<file path="src/rtl/xasr_pkg.sv">
// Shared types, constants and coefficient table for the six-to-seven audio resampler.
package xasr_pkg;

    localparam int SAMPLE_W     = 16;
    localparam int COEF_W       = 16;
    localparam int PROD_W       = SAMPLE_W + COEF_W;
    localparam int QUOT_W       = PROD_W - 15;
    localparam int ACC_W        = 22;
    localparam int TAP_COUNT    = 29;
    localparam int PHASE_COUNT  = 7;
    localparam int TAP_W        = 5;
    localparam int PHASE_W      = 3;
    localparam int CNT_W        = 3;

    localparam logic [CNT_W-1:0]   BURST_PERIOD = 3'd6;
    localparam logic [TAP_W-1:0]   LAST_TAP     = 5'(TAP_COUNT - 1);
    localparam logic [PHASE_W-1:0] LAST_PHASE   = 3'(PHASE_COUNT - 1);
    localparam logic [PROD_W-1:0]  ROUND_BIAS   = 32'h0000_7FFF;
    localparam logic signed [ACC_W-1:0] SAT_MAX = 22'sd32767;
    localparam logic signed [ACC_W-1:0] SAT_MIN = -22'sd32768;

    typedef enum logic [1:0] {
        ST_IDLE,
        ST_MAC,
        ST_DRAIN,
        ST_OUT
    } t_state;

    typedef logic signed [COEF_W-1:0] t_coef;

    localparam t_coef COEF_ROM [PHASE_COUNT][TAP_COUNT] = '{
        '{ 16'sh0000,  16'sh0000,  16'sh0000,  16'sh0000,  16'sh0000, -16'sh0002,
           16'sh000a, -16'sh0022,  16'sh0041, -16'sh0054,  16'sh0034,  16'sh0009,
          -16'sh010a,  16'sh0400, -16'sh0a78,  16'sh234c,  16'sh6794, -16'sh1780,
           16'sh0bcd, -16'sh0623,  16'sh0350, -16'sh016d,  16'sh006b,  16'sh000a,
          -16'sh0010,  16'sh0011, -16'sh0008,  16'sh0003, -16'sh0001 },
        '{ 16'sh0000,  16'sh0000,  16'sh0000, -16'sh0002,  16'sh0000,  16'sh0003,
          -16'sh0013,  16'sh003c, -16'sh004b,  16'sh00a2, -16'sh00e3,  16'sh0132,
          -16'sh0043, -16'sh0267,  16'sh0c9d,  16'sh74bb, -16'sh11b4,  16'sh09b8,
          -16'sh05bf,  16'sh0372, -16'sh01a8,  16'sh00a6, -16'sh001b,  16'sh0005,
           16'sh0006, -16'sh0008,  16'sh0003, -16'sh0001,  16'sh0000 },
        '{ 16'sh0000,  16'sh0000, -16'sh0001,  16'sh0003, -16'sh0002, -16'sh0005,
           16'sh001f, -16'sh004a,  16'sh00b3, -16'sh0192,  16'sh02b1, -16'sh039e,
           16'sh04f8, -16'sh05a6,  16'sh7939, -16'sh05a6,  16'sh04f8, -16'sh039e,
           16'sh02b1, -16'sh0192,  16'sh00b3, -16'sh004a,  16'sh001f, -16'sh0005,
          -16'sh0002,  16'sh0003, -16'sh0001,  16'sh0000,  16'sh0000 },
        '{ 16'sh0000, -16'sh0001,  16'sh0003, -16'sh0008,  16'sh0006,  16'sh0005,
          -16'sh001b,  16'sh00a6, -16'sh01a8,  16'sh0372, -16'sh05bf,  16'sh09b8,
          -16'sh11b4,  16'sh74bb,  16'sh0c9d, -16'sh0267, -16'sh0043,  16'sh0132,
          -16'sh00e3,  16'sh00a2, -16'sh004b,  16'sh003c, -16'sh0013,  16'sh0003,
           16'sh0000, -16'sh0002,  16'sh0000,  16'sh0000,  16'sh0000 },
        '{-16'sh0001,  16'sh0003, -16'sh0008,  16'sh0011, -16'sh0010,  16'sh000a,
           16'sh006b, -16'sh016d,  16'sh0350, -16'sh0623,  16'sh0bcd, -16'sh1780,
           16'sh6794,  16'sh234c, -16'sh0a78,  16'sh0400, -16'sh010a,  16'sh0009,
           16'sh0034, -16'sh0054,  16'sh0041, -16'sh0022,  16'sh000a, -16'sh0001,
           16'sh0000,  16'sh0001,  16'sh0000,  16'sh0000,  16'sh0000 },
        '{ 16'sh0002, -16'sh0008,  16'sh0010, -16'sh0023,  16'sh002b,  16'sh001a,
          -16'sh00eb,  16'sh027b, -16'sh0548,  16'sh0afa, -16'sh16fa,  16'sh53e0,
           16'sh3c07, -16'sh1249,  16'sh080e, -16'sh0347,  16'sh015b, -16'sh0044,
          -16'sh0017,  16'sh0046, -16'sh0023,  16'sh0011, -16'sh0005,  16'sh0000,
           16'sh0000,  16'sh0000,  16'sh0000,  16'sh0000,  16'sh0000 },
        '{-16'sh0005,  16'sh0011, -16'sh0023,  16'sh0046, -16'sh0017, -16'sh0044,
           16'sh015b, -16'sh0347,  16'sh080e, -16'sh1249,  16'sh3c07,  16'sh53e0,
          -16'sh16fa,  16'sh0afa, -16'sh0548,  16'sh027b, -16'sh00eb,  16'sh001a,
           16'sh002b, -16'sh0023,  16'sh0010, -16'sh0008,  16'sh0002,  16'sh0000,
           16'sh0000,  16'sh0000,  16'sh0000,  16'sh0000,  16'sh0000 }
    };

    function automatic t_coef coef_lookup(input logic [PHASE_W-1:0] phase,
                                          input logic [TAP_W-1:0] tap);
        t_coef c;
        c = '0;
        if (phase <= LAST_PHASE && tap <= LAST_TAP) begin
            c = COEF_ROM[phase][tap];
        end
        return c;
    endfunction

endpackage

</file>
<file path="src/rtl/xa_audio_six_to_seven_resampler.sv">
// Six-to-seven audio resampler: sample ring, tap sequencer and one shared MAC.
// An input that does not complete a group of six is written to the ring while the block stays idle.
// The sixth input starts a burst of seven outputs; each output issues all 29 taps
// to the single multiply-accumulate unit, drains the product pipeline (r_v1, r_v2)
// and then waits for its transaction before the next output of the burst starts.
// Reset clears the control state and the ring valid bits; empty entries read as zero.
module xa_audio_six_to_seven_resampler
    import xasr_pkg::*;
#(
    parameter int RING_DEPTH = 32
) (
    input  logic                       i_clk,
    input  logic                       i_rst_n,
    input  logic                       i_in_valid,
    output logic                       o_in_ready,
    input  logic signed [SAMPLE_W-1:0] i_sample_in,
    output logic                       o_out_valid,
    input  logic                       i_out_ready,
    output logic signed [SAMPLE_W-1:0] o_sample_out,
    output logic                       o_last
);

    localparam int AW = $clog2(RING_DEPTH);
    localparam logic [AW-1:0] LAST_ADDR = AW'(RING_DEPTH - 1);

    t_state r_state, n_state;

    logic signed [SAMPLE_W-1:0] r_ring [RING_DEPTH];
    logic [RING_DEPTH-1:0]      r_ring_vld;

    logic [AW-1:0]      r_wp;
    logic [CNT_W-1:0]   r_cnt;
    logic [TAP_W-1:0]   r_tap;
    logic [PHASE_W-1:0] r_phase;

    logic                       r_v1, r_v2;
    logic signed [SAMPLE_W-1:0] r_rd_data;
    logic                       r_rd_vld;
    t_coef                      r_coef;
    logic signed [PROD_W-1:0]   r_prod;
    logic signed [ACC_W-1:0]    r_acc;
    logic signed [SAMPLE_W-1:0] r_out;

    logic                       in_acc, out_acc, fire, issue, start_phase;
    logic [AW-1:0]              rd_addr, tap_ext, wp_inc;
    logic signed [SAMPLE_W-1:0] mul_a;
    logic [PROD_W-1:0]          biased;
    logic signed [QUOT_W-1:0]   quot;
    logic signed [SAMPLE_W-1:0] sat_val;

    assign in_acc  = i_in_valid & o_in_ready;
    assign out_acc = o_out_valid & i_out_ready;
    assign fire    = in_acc && (r_cnt == CNT_W'(1));
    assign issue   = (r_state == ST_MAC);
    assign start_phase = fire || (out_acc && (r_phase != LAST_PHASE));

    assign tap_ext = AW'(r_tap);
    assign rd_addr = (r_wp >= tap_ext) ? (r_wp - tap_ext)
                                       : AW'(RING_DEPTH + int'(r_wp) - int'(tap_ext));
    assign wp_inc  = (r_wp == LAST_ADDR) ? '0 : r_wp + AW'(1);

    assign mul_a  = r_rd_vld ? r_rd_data : '0;
    assign biased = r_prod[PROD_W-1] ? (PROD_W'(r_prod) + ROUND_BIAS) : PROD_W'(r_prod);
    assign quot   = QUOT_W'(biased[PROD_W-1:15]);

    always_comb begin
        if (r_acc > SAT_MAX) begin
            sat_val = SAMPLE_W'(SAT_MAX);
        end else if (r_acc < SAT_MIN) begin
            sat_val = SAMPLE_W'(SAT_MIN);
        end else begin
            sat_val = SAMPLE_W'(r_acc);
        end
    end

    always_comb begin
        n_state = r_state;
        unique case (r_state)
            ST_IDLE: begin
                if (fire) n_state = ST_MAC;
            end
            ST_MAC: begin
                if (r_tap == LAST_TAP) n_state = ST_DRAIN;
            end
            ST_DRAIN: begin
                if (!r_v1 && !r_v2) n_state = ST_OUT;
            end
            ST_OUT: begin
                if (out_acc) n_state = (r_phase == LAST_PHASE) ? ST_IDLE : ST_MAC;
            end
            default: n_state = ST_IDLE;
        endcase
    end

    always_comb begin
        o_in_ready  = (r_state == ST_IDLE);
        o_out_valid = (r_state == ST_OUT);
        o_last      = (r_state == ST_OUT) && (r_phase == LAST_PHASE);
    end

    assign o_sample_out = r_out;

    always_ff @(posedge i_clk) begin
        if (in_acc) r_ring[r_wp] <= i_sample_in;
        r_rd_data <= r_ring[rd_addr];
    end

    always_ff @(posedge i_clk) begin
        r_coef <= coef_lookup(r_phase, r_tap);
        r_prod <= mul_a * r_coef;
        if (start_phase) begin
            r_acc <= '0;
        end else if (r_v2) begin
            r_acc <= r_acc + ACC_W'(quot);
        end
        if (r_state == ST_DRAIN && !r_v1 && !r_v2) r_out <= sat_val;
    end

    always_ff @(posedge i_clk) begin
        if (!i_rst_n) begin
            r_state    <= ST_IDLE;
            r_ring_vld <= '0;
            r_wp       <= '0;
            r_cnt      <= BURST_PERIOD;
            r_tap      <= '0;
            r_phase    <= '0;
            r_v1       <= 1'b0;
            r_v2       <= 1'b0;
            r_rd_vld   <= 1'b0;
        end else begin
            r_state  <= n_state;
            r_v1     <= issue;
            r_v2     <= r_v1;
            r_rd_vld <= r_ring_vld[rd_addr];
            if (in_acc) begin
                r_ring_vld[r_wp] <= 1'b1;
                r_cnt <= fire ? BURST_PERIOD : r_cnt - CNT_W'(1);
                if (!fire) r_wp <= wp_inc;
            end
            if (fire) r_phase <= '0;
            if (start_phase) begin
                r_tap <= '0;
            end else if (issue) begin
                r_tap <= r_tap + TAP_W'(1);
            end
            if (out_acc) begin
                if (r_phase == LAST_PHASE) begin
                    r_wp <= wp_inc;
                end else begin
                    r_phase <= r_phase + PHASE_W'(1);
                end
            end
        end
    end

    a_no_overlap: assert property (@(posedge i_clk) disable iff (!i_rst_n)
        !(o_in_ready && o_out_valid))
        else $error("input and output handshakes open together");

    a_idle_after_burst: assert property (@(posedge i_clk) disable iff (!i_rst_n)
        (o_out_valid && i_out_ready && o_last) |=> o_in_ready)
        else $error("block not idle after final output of burst");

    a_cnt_range: assert property (@(posedge i_clk) disable iff (!i_rst_n)
        (r_cnt != CNT_W'(0)) && (r_cnt <= BURST_PERIOD))
        else $error("burst counter out of range");

    a_pipe_empty_at_out: assert property (@(posedge i_clk) disable iff (!i_rst_n)
        o_out_valid |-> (!r_v1 && !r_v2))
        else $error("output shown while products still in flight");

endmodule
</file>
<file path="config.mk">
export PLATFORM = sky130hd
export DESIGN_NAME = xa_audio_six_to_seven_resampler
export DESIGN_NICKNAME = d
export VERILOG_FILES = /design/src/rtl/xasr_pkg.sv /design/src/rtl/xa_audio_six_to_seven_resampler.sv
export SDC_FILE = /design/constraint.sdc
export NUM_CORES = 2
export LEC_CHECK = 0
export CORE_ASPECT_RATIO = 0.8
export CORE_MARGIN = 4
export CORE_UTILIZATION = 35
export DETAILED_ROUTE_END_ITERATION = 10
export DONT_BUFFER_PORTS = 1
export PLACE_DENSITY_LB_ADDON = 0.12
export SLEW_MARGIN = 0
export SYNTH_ARGS = -nofsm -noshare
export SYNTH_HDL_FRONTEND = slang
export SYNTH_SLANG_ARGS = --single-unit
</file>
<file path="constraint.sdc">
create_clock -name i_clk -period 10.7 [get_ports i_clk]
set_input_delay 1.07 -clock i_clk [delete_from_list [all_inputs] [get_ports i_clk]]
set_output_delay 1.07 -clock i_clk [all_outputs]
set_load 0.02 [all_outputs]
</file>
Yosys cells after proc, flatten, opt, wreduce, memory -nomap -nowiden
Memories as Yosys holds them, arrays and structs flattened. A register that Yosys moved wholly into a read port is not among the register bits.
Cells that the tools add are included.
Word-level totals
  bits in registers: 139
  memory bits (writable): 512
  bits in read-only memories: 3712
  word-level logic and storage cells: 97
  memories: 2
Memory list
  (no name shown): depth 8, bits a word 464, rd ports 1, clocked after Yosys merged registers in 0, wr ports 0, line xasr_pkg.sv:74  | c = COEF_ROM[phase][tap];
  r_ring: depth 32, bits a word 16, rd ports 1, clocked after Yosys merged registers in 1, wr ports 1, line xa_audio_six_to_seven_resampler.sv:28  | logic signed [SAMPLE_W-1:0] r_ring [RING_DEPTH];
Operators by class
  add/sub/neg operators: 9
  multipliers: 1
  magnitude comparators: 10
  equal/unequal tests: 12
  muxes and demuxes: 30
  bitwise gates (word level): 6
  reductions and logical operators: 14
Operators with widths (count)
  $mux W464: 2
  $bmux W16 S5: 1
  $mux W16: 4
  $add A32 B15 Y32 const B: 1
  $mul A16 B16 Y32: 1
  $mux W32: 1
  $or A32 B32 Y32: 1
  $mux W5: 6
  $add A22 B17 Y22: 1
  $gt A22 B16 Y1 const B: 1
  $lt A22 B16 Y1 const B: 1
  $lt A5 B6 Y1 const B: 2
  $mux W3: 4
  $add A5 B1 Y5 const B: 2
  $eq A5 B5 Y1 const B: 2
  $sub A5 B5 Y5: 2
  $logic_and A1 B1 Y1: 8
  $mux W2: 4
  $pmux W2 S4: 1
  $ge A6 B6 Y1 const B: 1
  $ne A2 B1 Y1 const B: 3
  $not A5 Y6: 1
  $add A1 B5 Y5 const A: 1
  $bmux W1 S5: 1
  23 further kinds: 30

Logic depth before layout (Yosys ltp)
  depth after elaboration: 7
  mapped depth: 24
  mapped depth without buffers: 22

Least setup slack after synthesis
No wires, ideal clock.
  path kind: register to register
  start: register r_rd_vld
  end: register r_prod[31]
  data arrival time: 6.254 ns
  slack: 4.374 ns
  cell stages (with the launch flop): 23
  path buffers: 2
  clock period less this slack: 6.326 ns
  cells stage by stage: dfxtp_1 clkbuf_1 and2_1 clkbuf_1 nand2_1 inv_1 fa_1 fa_1 fa_1 fa_1 fa_1 inv_1 fa_1 inv_1 ha_1 a21o_1 nor3_1 o21ai_0 a32o_1 a311oi_1 o31ai_1 a21oi_1 xnor2_1
Between the ends
  cells in the longest elaborated chain, start to end: 2
Ends and longest elaborated chain
  from (decl): line xa_audio_six_to_seven_resampler.sv:38  | logic r_rd_vld;
  from (signal assigned): line xa_audio_six_to_seven_resampler.sv:134  | r_rd_vld <= r_ring_vld[rd_addr];
  $mux W16: line xa_audio_six_to_seven_resampler.sv:62  | assign mul_a = r_rd_vld ? r_rd_data : '0;
  $mul A16 B16 Y32: line xa_audio_six_to_seven_resampler.sv:110  | r_prod <= mul_a * r_coef;
  to (signal assigned): line xa_audio_six_to_seven_resampler.sv:110
  to (decl): line xa_audio_six_to_seven_resampler.sv:40  | logic signed [PROD_W-1:0] r_prod;
No other way between the ends.
A chain may end at the register's enable or synchronous reset.

Worst setup path after layout
  start: register r_rd_vld
  end: register r_prod[30]
Same word-level chain as after synthesis.

==> results.cfg <==
[outcome]
status = completed

[timing]
layout_worst_path_cycle_share_pct = 70.2
grt_setup_unrepaired = no
drv_slew = 0
finalSetupTns_ns = 0
hold_viol_final = 0
setup_violations = 0
slew_headroom_pct = 19.2
min_period_ns = 7.51
worstMarginPinSlew_ns = 1.21
fmax_mhz = 133
finClkSkew_ns = 0.0284

[clock_tree]
clkTransAtPathRegs_ns = 0.06
insertion_delay_ns = 0.66
cts_setup_buffers = 0
post_cts_resized = 0
cts_hold_buf = 0
cts_root_buf = clkbuf_16
htree_num_levels = 3
cts_tree = built
clockBufferDepth = 3
cts_made_buffers = 73
cts_num_sinks = 667

[die]
die_y_um = 308
start_util_pct = 35.4
die_area_um2 = 118000
rows = 109
core_area_um2 = 111000
die_x_um = 382
io-pin-count = 39

[routing]
viasPerCell = 5.40
wl_per_cell_um = 24.3
dr.pass1.iters = 5
wirelength_um = 111000
drt-initial-drc-count = 2113
post-route-drc-count = 0
vias = 24700
ant_nets = 0

[yosys]
syn_inst = 3059
synth-seq-cells = 667
ys_seq_area_share_pct = 47.5
syn_area_per_cell_um2 = 12.8
synth_top_area_cell = edfxtp_1
ys_top_cells_by_count = 528 x edfxtp_1, 305 x inv_1, 264 x fa_1, 232 x nand2_1, 186 x nor2_1
ys.flop_type = edfxtp_1
synth_area_um2 = 39300
ys_top_cells_by_area = edfxtp_1 40%, fa_1 13%, mux4_2 10%, dfxtp_1 7.1%, ha_1 4.3%
syn_nets = 3478
synth_edf_count = 528
ys_warn_count = 0
synthArstFlopShare_pct = 0
synthDistinctLibCells = 89
synth.most_common_cell = edfxtp_1
yosysTopAreaCellShare_pct = 40.4

[setup_path]
worstPathArrival_ns = 8.08
rrSetupSlack_ns = 3.19
cpMostUsedCell = fa_1
reg2reg_depth = 20
reg2reg_to = r_prod[30]$_DFF_P_
cp-end-kind = flip-flop
worstPathMaxFanout = 79
path_class = flip-flop to flip-flop
r2r_start = r_rd_vld$_SDFF_PN0_
startpoint_type = flip-flop
crit_family = adder cells
critPathRequiredTime_ns = 11.27
critPathBufInv = 3
critPathMaxStageDelay_ns = 1.11
crit_slowest_cell = dfxtp_2
path_cells = and2_1, nand2_1, inv_1, fa_1, fa_1, fa_1, fa_1, fa_1, inv_1, fa_1, inv_1, ha_1, a21o_1, a21o_1, a21oi_1, o41ai_1, a31oi_1, o2111ai_1, a21oi_1, xnor2_1

[layout]
areaGrowthSynthToFinish_pct = 10.7
drive_gt1_share_pct = 13.9
final_nets = 3432
nFillCells = 10500

[global_route]
grt_use_total_pct = 19.0
grt_max_degree = 80
antenna_found_initial = 8
grt_pass1_wl_um = 169000
grt_overflow_total = 0
grt_pass1_vias = 25800

[worst_hold_path]
min_from = r_ring_vld[29]$_SDFFE_PN0P_
worstHoldPathType = flip-flop to flip-flop
whs_path_depth = 1
hold_path_end = r_ring_vld[29]$_SDFFE_PN0P_

[run]
cap_violations = 0

[pwr]
p_leak_nw = 16.8
powerDensity_nw_per_um2 = 153
ir_drop_v = 0.000117
power_mw = 6.66

[placement]
dp_hpwl_um = 75500
gpl.final_weighted_congestion = 0.890
io_buffers = 0
==> metrics by stage <==
stage	cell area [µm²]	util (%)	hold slack, ns	cells	worst slack [ns]
global route	43500	39.2	0.462	4572	2.78
floorplan	39300	-	0.435	3059	4.37
CTS	43500	39.2	0.455	4572	3.32
detailed placement	41000	37.0	0.452	4436	3.35
global placement	41000	37.0	0.442	4436	3.45
finish	43500	39.2	0.464	4575	3.19
==> worst max-delay path by stage <==
stage,startpoint,to,slack (ns),cells past startpoint
global placement,r_rd_vld$_SDFF_PN0_,r_prod[31]$_DFF_P_,3.45,20
CTS,r_rd_vld$_SDFF_PN0_,r_prod[30]$_DFF_P_,3.32,20
finish,r_rd_vld$_SDFF_PN0_,r_prod[30]$_DFF_P_,3.19,20
global route,r_rd_vld$_SDFF_PN0_,r_prod[30]$_DFF_P_,2.78,20
floorplan,r_rd_vld$_SDFF_PN0_,r_prod[31]$_DFF_P_,4.37,22
detailed placement,r_rd_vld$_SDFF_PN0_,r_prod[30]$_DFF_P_,3.35,20
==> state kept, by name, indices dropped and copies added, names as in the netlist, 2 cells and up <==
name,count
r_rd_data,16
r_prod,32
r_acc,22
r_phase,3
o_sample_out,16
r_tap,5
r_cnt,3
r_ring,512
r_coef,16
r_state,2
r_ring_vld,32
r_wp,5
==> power by group <==
part	total, mW	leakage, nW	switching, mW	internal, mW
clock network	2.59	1.21	1.06	1.53
logic	1.00	9.62	0.538	0.465
registers	3.07	5.93	0.184	2.88
==> metal layers <==
| metal | routed length [µm] | up-vias | GRT usage [%] |
|---|---|---|---|
| li1 | - | 11000 | - |
| met1 | 52100 | 12700 | 28.0 |
| met2 | 48900 | 842 | 28.7 |
| met3 | 7830 | 152 | 4.48 |
| met4 | 2350 | 0 | 4.39 |
| met5 | 0 | - | 0 |
==> cell type report <==
class | instances | area [µm²] | area share, %
Antenna cell | 3 | 7.51 | 0.0173
Timing Repair Buffer | 56 | 420 | 0.967
Sequential cell | 667 | 18600 | 42.9
Tap cell | 1498 | 1870 | 4.31
Clock inverter | 39 | 465 | 1.07
Clock buffer | 97 | 2040 | 4.69
Inverter | 311 | 1170 | 2.68
Multi-Input combinational cell | 1904 | 18900 | 43.4
==> worst register-to-register path, delay by kind of cell, from the launching register on <==
kind	cells	cell delay, ns
adders and majority gates	7	3.78
AOI/OAI and AO/OA	7	1.42
DFF	1	1.11
and+or+nand+nor	2	0.72
buffers and inverters	3	0.28
xor gates and xnor gates	1	0.14
==> cells in the final DEF, fill, tap and decap left out, types with 128 or more instances in the layout <==
cell | Yosys | final
a21oi_1 | 128 | 128
and3_1 | 129 | 129
dfxtp_1 | 139 | 134
edfxtp_1 | 528 | 528
fa_1 | 264 | 263
ha_1 | 135 | 134
inv_1 | 305 | 305
mux4_2 | 177 | 177
nand2_1 | 232 | 232
nor2_1 | 186 | 154
==> logic make-up after synthesis <==
group	Yosys count	share of synthesized area [%]
fa+ha+maj	399	17.8
mux	216	11.2
xor+xnor	76	1.70
buf+inv	488	4.90
simple gates	738	8.98
compound gates	475	7.98
flops	667	47.5
Power figures use the tool's default switching activity.
